File: config.mk
export PLATFORM = sky130hd
export DESIGN_NAME = teovf_ctrl
export DESIGN_NICKNAME = d
export VERILOG_FILES = /design/src/hw/rtl/triangle_edge_opposite_vertex_finder_macros.svh /design/src/hw/rtl/teovf_pkg.sv /design/src/hw/rtl/teovf_ctrl.sv
export SDC_FILE = /design/constraint.sdc
export NUM_CORES = 1
export LEC_CHECK = 0
export BUFFER_PORTS_ARGS = -buffer_cell sky130_fd_sc_hd__buf_2
export CORE_AREA = 4 4 41 43
export DETAILED_ROUTE_END_ITERATION = 7
export DIE_AREA = 0 0 45 47
export GPL_TIMING_DRIVEN = 0
export PLACE_DENSITY = 0.48
export REMOVE_ABC_BUFFERS = 1
export SLEW_MARGIN = 0
export SYNTH_ARGS = -nofsm -noshare
export SYNTH_HDL_FRONTEND = slang
export SYNTH_SLANG_ARGS = --single-unit
File: constraint.sdc
create_clock -name clk -period 1.7 [get_ports clk]
set_input_delay 0.34 -clock clk [delete_from_list [all_inputs] [get_ports clk]]
set_output_delay 0.34 -clock clk [all_outputs]
set_load 0.02 [all_outputs]
File: src/hw/rtl/triangle_edge_opposite_vertex_finder_macros.svh
// ----------------------------------------------------------------------------
// Assertion macros for the triangle edge opposite vertex finder
// Concurrent checks clocked on clk and disabled while rst_n is low.
// ----------------------------------------------------------------------------
`ifndef TRIANGLE_EDGE_OPPOSITE_VERTEX_FINDER_MACROS_SVH
`define TRIANGLE_EDGE_OPPOSITE_VERTEX_FINDER_MACROS_SVH

`ifndef SYNTHESIS
// Same-cycle implication
`define TEOVF_ASSERT_IMP(lbl, ante, cons) \
  lbl: assert property (@(posedge clk) disable iff (!rst_n) (ante) |-> (cons)) \
    else $error("teovf: same-cycle check failed");
// Next-cycle implication
`define TEOVF_ASSERT_NEXT(lbl, ante, cons) \
  lbl: assert property (@(posedge clk) disable iff (!rst_n) (ante) |=> (cons)) \
    else $error("teovf: next-cycle check failed");
`else
`define TEOVF_ASSERT_IMP(lbl, ante, cons)
`define TEOVF_ASSERT_NEXT(lbl, ante, cons)
`endif

`endif

File: src/hw/rtl/teovf_pkg.sv
// ----------------------------------------------------------------------------
// teovf_pkg
// Word types, command codes, state encoding and helpers shared by the
// triangle edge opposite vertex finder.
// ----------------------------------------------------------------------------
`default_nettype none

package teovf_pkg;

  localparam int FACE_IDX_BITS     = 10;
  localparam int FIELD_VERTEX_BITS = 16;
  localparam int FACE_COUNT_BITS   = 11;

  // Command codes of an input word
  localparam logic CMD_STORE = 1'b0;
  localparam logic CMD_QUERY = 1'b1;

  typedef logic [FACE_IDX_BITS-1:0]     face_idx_t;
  typedef logic [FIELD_VERTEX_BITS-1:0] vertex_t;
  typedef logic [FACE_COUNT_BITS-1:0]   cfg_word_t;

  typedef struct packed {
    logic      command;
    face_idx_t face_index;
    vertex_t   vertex_a;
    vertex_t   vertex_b;
    vertex_t   vertex_c;
  } in_word_t;

  typedef struct packed {
    face_idx_t queried_face;
    vertex_t   wing_zero;
    logic      wing_zero_found;
    vertex_t   wing_one;
    logic      wing_one_found;
    vertex_t   wing_two;
    logic      wing_two_found;
  } out_word_t;

  typedef enum logic [1:0] {
    ST_IDLE,
    ST_FETCH,
    ST_SCAN,
    ST_DONE
  } state_t;

  // Controller to datapath
  typedef struct packed {
    logic store_wr;
    logic start_query;
    logic load_face;
    logic scan_read;
    logic finish;
  } ctrl_cmd_t;

  // Datapath to controller
  typedef struct packed {
    logic in_is_query;
    logic in_in_range;
    logic scan_done;
    logic out_free;
  } dp_status_t;

  // Corner one step ahead, modulo three
  function automatic logic [1:0] next1(input logic [1:0] c);
    logic [1:0] r;
    unique case (c)
      2'd0:    r = 2'd1;
      2'd1:    r = 2'd2;
      default: r = 2'd0;
    endcase
    return r;
  endfunction

  // Corner two steps ahead, modulo three
  function automatic logic [1:0] next2(input logic [1:0] c);
    logic [1:0] r;
    unique case (c)
      2'd0:    r = 2'd2;
      2'd1:    r = 2'd0;
      default: r = 2'd1;
    endcase
    return r;
  endfunction

endpackage

`default_nettype wire

File: src/hw/rtl/teovf_ctrl.sv
// ----------------------------------------------------------------------------
// teovf_ctrl
// Sequencer: takes words, runs the face table scan of a query and hands
// the finished result to the output register.
// ----------------------------------------------------------------------------
`default_nettype none

module teovf_ctrl (
  input  wire logic                   clk,
  input  wire logic                   rst_n,
  input  wire logic                   in_valid,
  output logic                        in_ready,
  input  wire teovf_pkg::dp_status_t  sts,
  output teovf_pkg::ctrl_cmd_t        cmd
);
  import teovf_pkg::*;

  state_t state_r, state_nxt;

  // State register
  always_ff @(posedge clk) begin
    if (!rst_n) begin
      state_r <= ST_IDLE;
    end else begin
      state_r <= state_nxt;
    end
  end

  // Next state and commands
  always_comb begin
    state_nxt = state_r;
    cmd       = '0;
    in_ready  = 1'b0;
    unique case (state_r)
      ST_IDLE: begin
        in_ready = 1'b1;
        if (in_valid) begin
          if (sts.in_is_query) begin
            cmd.start_query = 1'b1;
            state_nxt = sts.in_in_range ? ST_FETCH : ST_DONE;
          end else begin
            cmd.store_wr = 1'b1;
          end
        end
      end
      ST_FETCH: begin
        cmd.load_face = 1'b1;
        if (sts.scan_done) begin
          state_nxt = ST_DONE;
        end else begin
          cmd.scan_read = 1'b1;
          state_nxt = ST_SCAN;
        end
      end
      ST_SCAN: begin
        if (sts.scan_done) begin
          state_nxt = ST_DONE;
        end else begin
          cmd.scan_read = 1'b1;
        end
      end
      ST_DONE: begin
        if (sts.out_free) begin
          cmd.finish = 1'b1;
          state_nxt = ST_IDLE;
        end
      end
      default: begin
        state_nxt = ST_IDLE;
      end
    endcase
  end

endmodule

`default_nettype wire

==> results.md, run 1 <==
Timing:
- The share of the clock period used by the worst path after layout is between 90% and 100%.
- In this run the tightest slew margin relative to its limit is slightly above 80%.
- For the pin with the worst max-slew slack, the measured transition is 0.258 ns.
- The hold violation total from the final report was 0.
- The worst hold margin is 0.380 ns.
- The final critical path time including I/O delays and setup is between 1.5 and 2 ns.
- The final setup skew is 0.00443 ns.
- The peak clock frequency supported by timing is around 630 MHz.
- Setup repair after global routing left no endpoint under its margin.
- The total negative slack is 0 ns.
- Setup violations remaining at the end of the flow were counted as 0.
- The number of slew-limit violations in the final report is 0.

Worst setup path:
- In this run the critical register-to-register path is captured at state_r[1].
- For the worst setup path, the data required time is approximately 1.4 ns.
- The worst setup path is of the reg2out kind.
- STA classifies the critical path endpoint as an output pin.
- Walking the worst path, the cells encountered are inv_1 -> ha_2 -> and3b_2 -> buf_2.
- The data arrival time of the worst path is 1.25 ns.
- The startpoint class of the critical path is a flop.
- Setup slack on the worst reg-to-reg path comes out at around 0.29 ns.
- For the worst flop-to-flop path, the logic depth is 6.
- Along the worst path, the maximum fanout reaches 6.
- The slowest stage of the critical path is the sky130_fd_sc_hd__dfxtp_2 cell.
- The startpoint of the most critical register-to-register path is state_r[0].
- The largest stage delay on the critical path is approximately 0.32 ns.

Yosys:
- The number of standard cells after synthesis is 27.
- Each instance of the synthesized netlist takes up on average ~8.6 µm².
- The number of synthesis warnings is 0.
- Sorting the synthesized cells by area gives the leading types as sky130_fd_sc_hd__ha_1 27%, sky130_fd_sc_hd__dfxtp_1 17%, sky130_fd_sc_hd__inv_1 6.5%, sky130_fd_sc_hd__o2111ai_2 6.5%, sky130_fd_sc_hd__nand2b_1 5.4%.
- Of the synthesized area, sequential elements account for between 10% and 20%.
- The synthesized cell area is 231 µm².
- The count of different cell masters after synthesis is 16.
- The synthesized design contains 2 register bits.
- The share of Yosys cell area claimed by the top area cell type is between 20% and 30%.
- The biggest area contributor in the post-synthesis netlist is sky130_fd_sc_hd__ha_1.

Place:
- The count of buffers added on input and output ports is 12.
- At the end of routability-driven placement, the weighted congestion stood at between 0.7 and 0.8.
- The placed wire-length estimate after detailed placement is 418 µm.

Global routing:
- The number of antenna violations at the first check in global routing is 0.
- The pin count of the biggest net entering global routing is 7.
- The remaining global-route overflow is 0.
- In the global route stage, overall resource usage came out at ~5.9%.
- The wire length of the first global-routing pass is 883 µm.
- The via count of the first global-routing pass is 229.

Final layout:
- After the last flow step, the layout net total stands at 56.
- In the final layout, the registers with the most flip-flops are state_r (2).
- The flip-flop count of the largest register, all copies and words added is 2.
- The top cell types in the final layout, fill and taps aside, are 12 x sky130_fd_sc_hd__buf_2, 4 x sky130_fd_sc_hd__inv_1, 4 x sky130_fd_sc_hd__ha_1, 3 x sky130_fd_sc_hd__clkbuf_4.
- The count of antenna diodes in the layout is 0.
- The most flop-heavy register is state_r.
- From synthesis to final layout, the design area changed by 45.9%.
- After filler insertion, the fill cell instance count of the layout stands at 158.
- Leaving out fill and tap cells, the most frequent cell in the layout is sky130_fd_sc_hd__buf_2.
- The ratio of cells with drive above 1 in the final layout is between 50% and 60%.

Hold path:
- The instance count along the most critical hold path is 3.
- The type of the most critical hold path is in2reg.
- The end of the worst hold path is state_r[1].
- In this run the most critical hold path is launched from rst_n.

Detailed routing:
- The total DRC errors in the routed layout is 0.
- The average wire length per cell after detail routing is ~8.9 µm.
- The routed layout has approximately 230 vias.
- For this block, the initial DRC count from the detailed router was 3.
- The remaining antenna violation count after routing is 0.
- The first detailed-routing pass took 2 iterations.
- Using the TritonRoute via totals, the vias-per-cell ratio works out to a little under 4.
- The final routed wirelength across all metal layers is 508 µm.

Clocking:
- The clock tree from TritonCTS is yes.
- The tree is rooted in a sky130_fd_sc_hd__clkbuf_4.
- Hold repair after CTS inserted 0 buffers.
- For this design, the sink count on the clock tree is 2.
- CTS built an H-tree with a depth of 1.
- The clock latency of the later-clocked register in the worst-skew pair is ~0.22 ns.
- Clock tree synthesis inserted a total of 3 buffers.
- The clock-pin slew of the registers on the worst-case setup and hold paths is 0.03 ns.
- The number of buffers on the longest clock path is 2.

Die:
- The floorplan step defined a core boundary enclosing 1300 µm².
- The total die area is approximately 2100 µm².
- The number of top-level pins is 13.
- After floorplanning, the core was divided into 13 placement rows.
- For this configuration, the core starts out at a cell density of 17.8%.
- The die is about 47 µm tall.
- The floorplan step set the die width to 45 µm.

Outcome:
- The flow ran to the end, and the final reports show no timing, DRC or antenna violations.

Flow run:
- The total of max-cap violations is 0.

Power:
- For this design the static power due to leakage is between 0.15 and 0.2 nW.
- The worst ir drop on vdd is approximately 0.7 mV.
- The power density over the cells is approximately 1600 nW/µm².
## area by class of cell
class / count / area, µm² / area share [%]
well taps: 15 / 18.8 / 5.56
repair buffers: 12 / 60.1 / 17.8
flip-flops and latches: 2 / 42.5 / 12.6
clock buffers: 3 / 22.5 / 6.67
multi-input cells: 21 / 179 / 53.0
inverters: 4 / 15.0 / 4.44
## routing by layer
metal	wire length, µm	global-route usage [%]
met4	0	1.75
met1	245	7.47
met2	199	7.91
met3	63	4.21
met5	0	0
## through the flow
stage	power (mW)	instances	cell area [µm²]	utilization (%)	setup slack, ns
floorplan	0.344	27	231	-	0.224
global placement	0.428	54	310	23.8	0.176
detailed placement	0.426	54	310	23.8	0.193
CTS	0.535	57	334	25.7	0.00410
global route	0.597	57	338	26.0	0.0185
finish	0.535	57	338	26.0	0.113
## worst max-delay path: cells and delay by family, from the launching register on
family | cells | cell delay (ns)
DFF | 1 | 0.32
buffers and inverters | 2 | 0.27
adders and majority gates | 1 | 0.25
and+or+nand+nor | 1 | 0.18
## repair_timing
| action | in CTS | in global routing |
|---|---|---|
| gates resized for setup | 1 | 2 |
| setup endpoints to repair | 1 | 2 |
| buffers inserted | 0 | 0 |
| cloned | 0 | 0 |
## Yosys cell counts (all sizes together)
cell type	n
a21oi	3
nor2b	1
inv	4
and3	1
a211o	1
nor2	1
nand2	2
o32ai	1
ha	5
nand2b	3
dfxtp	2
and2	1
o2111ai	1
and3b	1
## power breakdown
| part | internal, mW | leakage, nW | switching (mW) |
|---|---|---|---|
| logic | 0.140 | 0.142 | 0.199 |
| registers | 0.0714 | 0.0172 | 0.0234 |
| clock network | 0.0776 | 0.0138 | 0.0235 |
## cell families after synthesis
kind of cell | after synthesis | share of synthesized area (%)
compound gates | 6 | 22.2
fa+ha+maj | 5 | 27.0
simple gates | 10 | 27.0
buf+inv | 4 | 6.48
flops | 2 | 17.3
## how the worst max path moves through the flow
stage	cells after the start	endpoint	from	slack [ns]
after floorplan	6	state_r[1]	state_r[0]	0.22
after global placement	6	state_r[1]	state_r[0]	0.18
after detailed placement	6	state_r[1]	state_r[1]	0.19
after CTS	4	cmd[4]	state_r[0]	0.004
after global routing	4	cmd[4]	state_r[0]	0.02
final	4	cmd[4]	state_r[0]	0.11
Power figures use the tool's default switching activity.
==> run 2: changes to the inputs <==
clock period = 2 ns   (was 1.7 ns; I/O delays follow)
==> results.md, run 2 (synthesis results as in run 1) <==
Hold path:
- The min-delay analysis places its worst path in the category in2reg.

Place:
- The placed wire-length estimate after detailed placement was 418 µm (unchanged).
- The quantity of I/O buffers inserted on ports is 12 (unchanged).
- The placed cell area is 310 µm² (unchanged).
- The pre-CTS setup slack was 0.474 ns (+0.281 ns).
- The instance count after placement with tap cells included is 54 (unchanged).
- The weighted congestion reported at the end of routability-driven placement came to 0.719 (unchanged).

Timing:
- The worst hold margin came to 0.449 ns (+0.0687 ns).
- The headroom to the max-slew limit is 83.2% (+0.38 points).
- The post-route worst setup slack is 0.250 ns (+0.137 ns).
- The actual slew at the worst max-slew pin is 0.252 ns (-0.00565 ns).
- For this run, the top clock speed supported by timing is roughly 570 MHz.
- The number of setup violations in the final report is 0 (unchanged).
- Setup repair after global routing left no endpoint under its margin.
- The final critical path time including I/O delays and setup is ~1.8 ns.
- Of the available clock period, the critical path in the final layout requires 87.5%.
- The total negative slack is 0 ns (unchanged).
- The final setup skew is 0.00364 ns (-0.000793 ns).
- The hold violation total from the final report is 0 (unchanged).
- The number of slew-limit violations in the final report is 0 (unchanged).

Detailed routing:
- The wire length on met1 is 249 µm (+1.6%).
- The detailed route wirelength on metal3 is 63 µm (unchanged).
- The first-pass iteration count of the detailed router is 3 (+1).
- The remaining antenna violation count after routing is 0 (unchanged).
- The per-cell via count in the routed design is 3.89 (-1.8%).
- The sum of met2 wire segment lengths after detailed routing is 176 µm (-12%).
- In this run the top signal layer used is met3.
- The count of vias placed by the detailed router came to 222 (-1.8%).
- The average wire length per cell after detail routing is 8.58 µm (-3.7%).
- The DRC marker count from the first detailed-route iteration is 2 (-1).
- The final routed wirelength across all metal layers came to 489 µm (-3.7%).
- The total DRC errors in the routed layout is 0 (unchanged).

Die:
- The vertical die dimension is 47 µm (unchanged).
- The chip width came to 45 µm (unchanged).
- The number of top-level pins came to 13 (unchanged).
- The starting density of the core is 17.8% (unchanged).
- The total die area is 2120 µm² (unchanged).
- The row count was 13 (unchanged).
- The core footprint is 1300 µm² (unchanged).

Power:
- The overall power of the completed layout is 445 µW (-17%).
- The cell leakage power came to 0.173 nW (+0.22%).
- The worst ir drop on vdd is 0.443 mV (-37%).
- The power density over the cells is 1340 nW/µm² (-16%).

Global routing:
- The remaining global-route overflow is 0 (unchanged).
- The aggregate global-route resource usage is 5.91% (unchanged).
- The number of antenna violations at the first check in global routing is 0 (unchanged).
- The wire length of the first global-routing pass is 883 µm (unchanged).
- The via count of the first global-routing pass is 229 (unchanged).
- The pin count of the biggest net entering global routing is 7 (unchanged).

Clocking:
- The count of cells resized by post-cts repair is 0 (-1).
- The number of post-CTS setup repair buffers is 0 (unchanged).
- The number of clock sinks was 2 (unchanged).
- The number of buffers on the longest clock path is 2 (unchanged).
- The total number of H-tree levels came to 1 (unchanged).
- The clock latency of the later-clocked register in the worst-skew pair is 0.22 ns (about the same).
- The number of CTS-inserted buffers is 3 (unchanged).
- The clock-pin slew of the registers on the worst-case setup and hold paths is 0.03 ns (about the same).
- The root buffer cell chosen for the clock tree is sky130_fd_sc_hd__clkbuf_4.
- The number of buffers inserted by hold repair at cts came to 0 (unchanged).
- The clock tree from TritonCTS is yes.

Final layout:
- The library cells used most frequently in the layout, excluding fill and tap cells, are 12 x sky130_fd_sc_hd__buf_2, 5 x sky130_fd_sc_hd__ha_1, 4 x sky130_fd_sc_hd__inv_1, 3 x sky130_fd_sc_hd__clkbuf_4.
- The layout-stage area growth over the synthesis result is 43.8%.
- The count of antenna diodes in the layout is 0 (unchanged).
- The final non-filler cell total came to 57 (unchanged).
- The core utilization of the finished layout is 25.6% (-0.38 points).
- The ratio of cells with drive above 1 in the final layout is 47.6% (-7.1 points).
- The most common library cell in the layout ignoring fill and taps is sky130_fd_sc_hd__buf_2.
- The most flop-heavy register is state_r.
- The largest registers in the layout are state_r (2).
- The flip-flop count of the largest register, all copies and words added is 2 (unchanged).
- The total non-filler cell area in the finished layout is 333 µm² (-1.5%).
- The net count reported at finish was 56 (unchanged).

Worst setup path:
- The largest individual stage delay along the critical path comes from the cell sky130_fd_sc_hd__dfxtp_1.
- The slack of the worst reg-to-reg path came to 0.49 ns (+0.20 ns).
- The worst setup path is launched from a flop.
- The largest fanout on the critical path is 6 (unchanged).
- The critical path in this run is classified as reg2out.
- Traced cell by cell, the critical path runs through inv_1 -> ha_1 -> and3b_2 -> buf_2.
- The required time at the worst-slack endpoint is 1.60 ns (+0.24 ns).
- The category of the worst setup path capture point is an output pin.
- The data arrival time of the worst path is 1.35 ns (+0.10 ns).
- The largest stage delay on the critical path is 0.37 ns (+0.05 ns).

Flow run:
- The total of max-cap violations was 0 (unchanged).

Outcome:
- The flow ran to the end, and the final reports show no timing, DRC or antenna violations.
run 2: cell types whose count changed in the layout (fill, tap and decap cells not counted):
cell	previous run	this run
sky130_fd_sc_hd__dfxtp_1	0	2
sky130_fd_sc_hd__dfxtp_2	2	0
sky130_fd_sc_hd__ha_1	4	5
sky130_fd_sc_hd__ha_2	1	0
run 2: cell type report:
cell class | count | area (µm²)
fillers | 154 | 968
multi-input cells | 21 | 176
repair buffers | 12 | 60.1
flip-flops and latches | 2 | 40.0
clock buffers | 3 | 22.5
well taps | 15 | 18.8
inverters | 4 | 15.0
run 2: worst paths after layout:
path | start | endpoint | cells after the start
worst max-delay path | state_r[0] | cmd[4] | 4
worst min-delay path | rst_n | state_r[1] | 3
worst max register to register | state_r[0] | state_r[1] | 6
worst min register to register | state_r[0] | state_r[0] | 2
run 2: worst max-delay path: cells and delay by family (launching register included):
kind                     cells  cell delay (ns)
flip-flops                   1             0.37
AND/OR/NAND/NOR              1             0.23
adder cells (fa/ha/maj)      1             0.28
buffers and inverters        2             0.26
run 2: where the power goes:
group | internal, mW | total, mW | switching [mW] | leakage [nW]
logic | 0.116 | 0.283 | 0.167 | 0.143
clock network | 0.0659 | 0.0856 | 0.0197 | 0.0138
registers | 0.0570 | 0.0764 | 0.0195 | 0.0165
run 2: per-layer routing:
| layer | up-vias | GRT usage [%] |
|---|---|---|
| li1 | 123 | - |
| met3 | 0 | 4.21 |
| met4 | 0 | 1.75 |
| met2 | 9 | 7.91 |
| met1 | 90 | 7.47 |
| met5 | - | 0 |
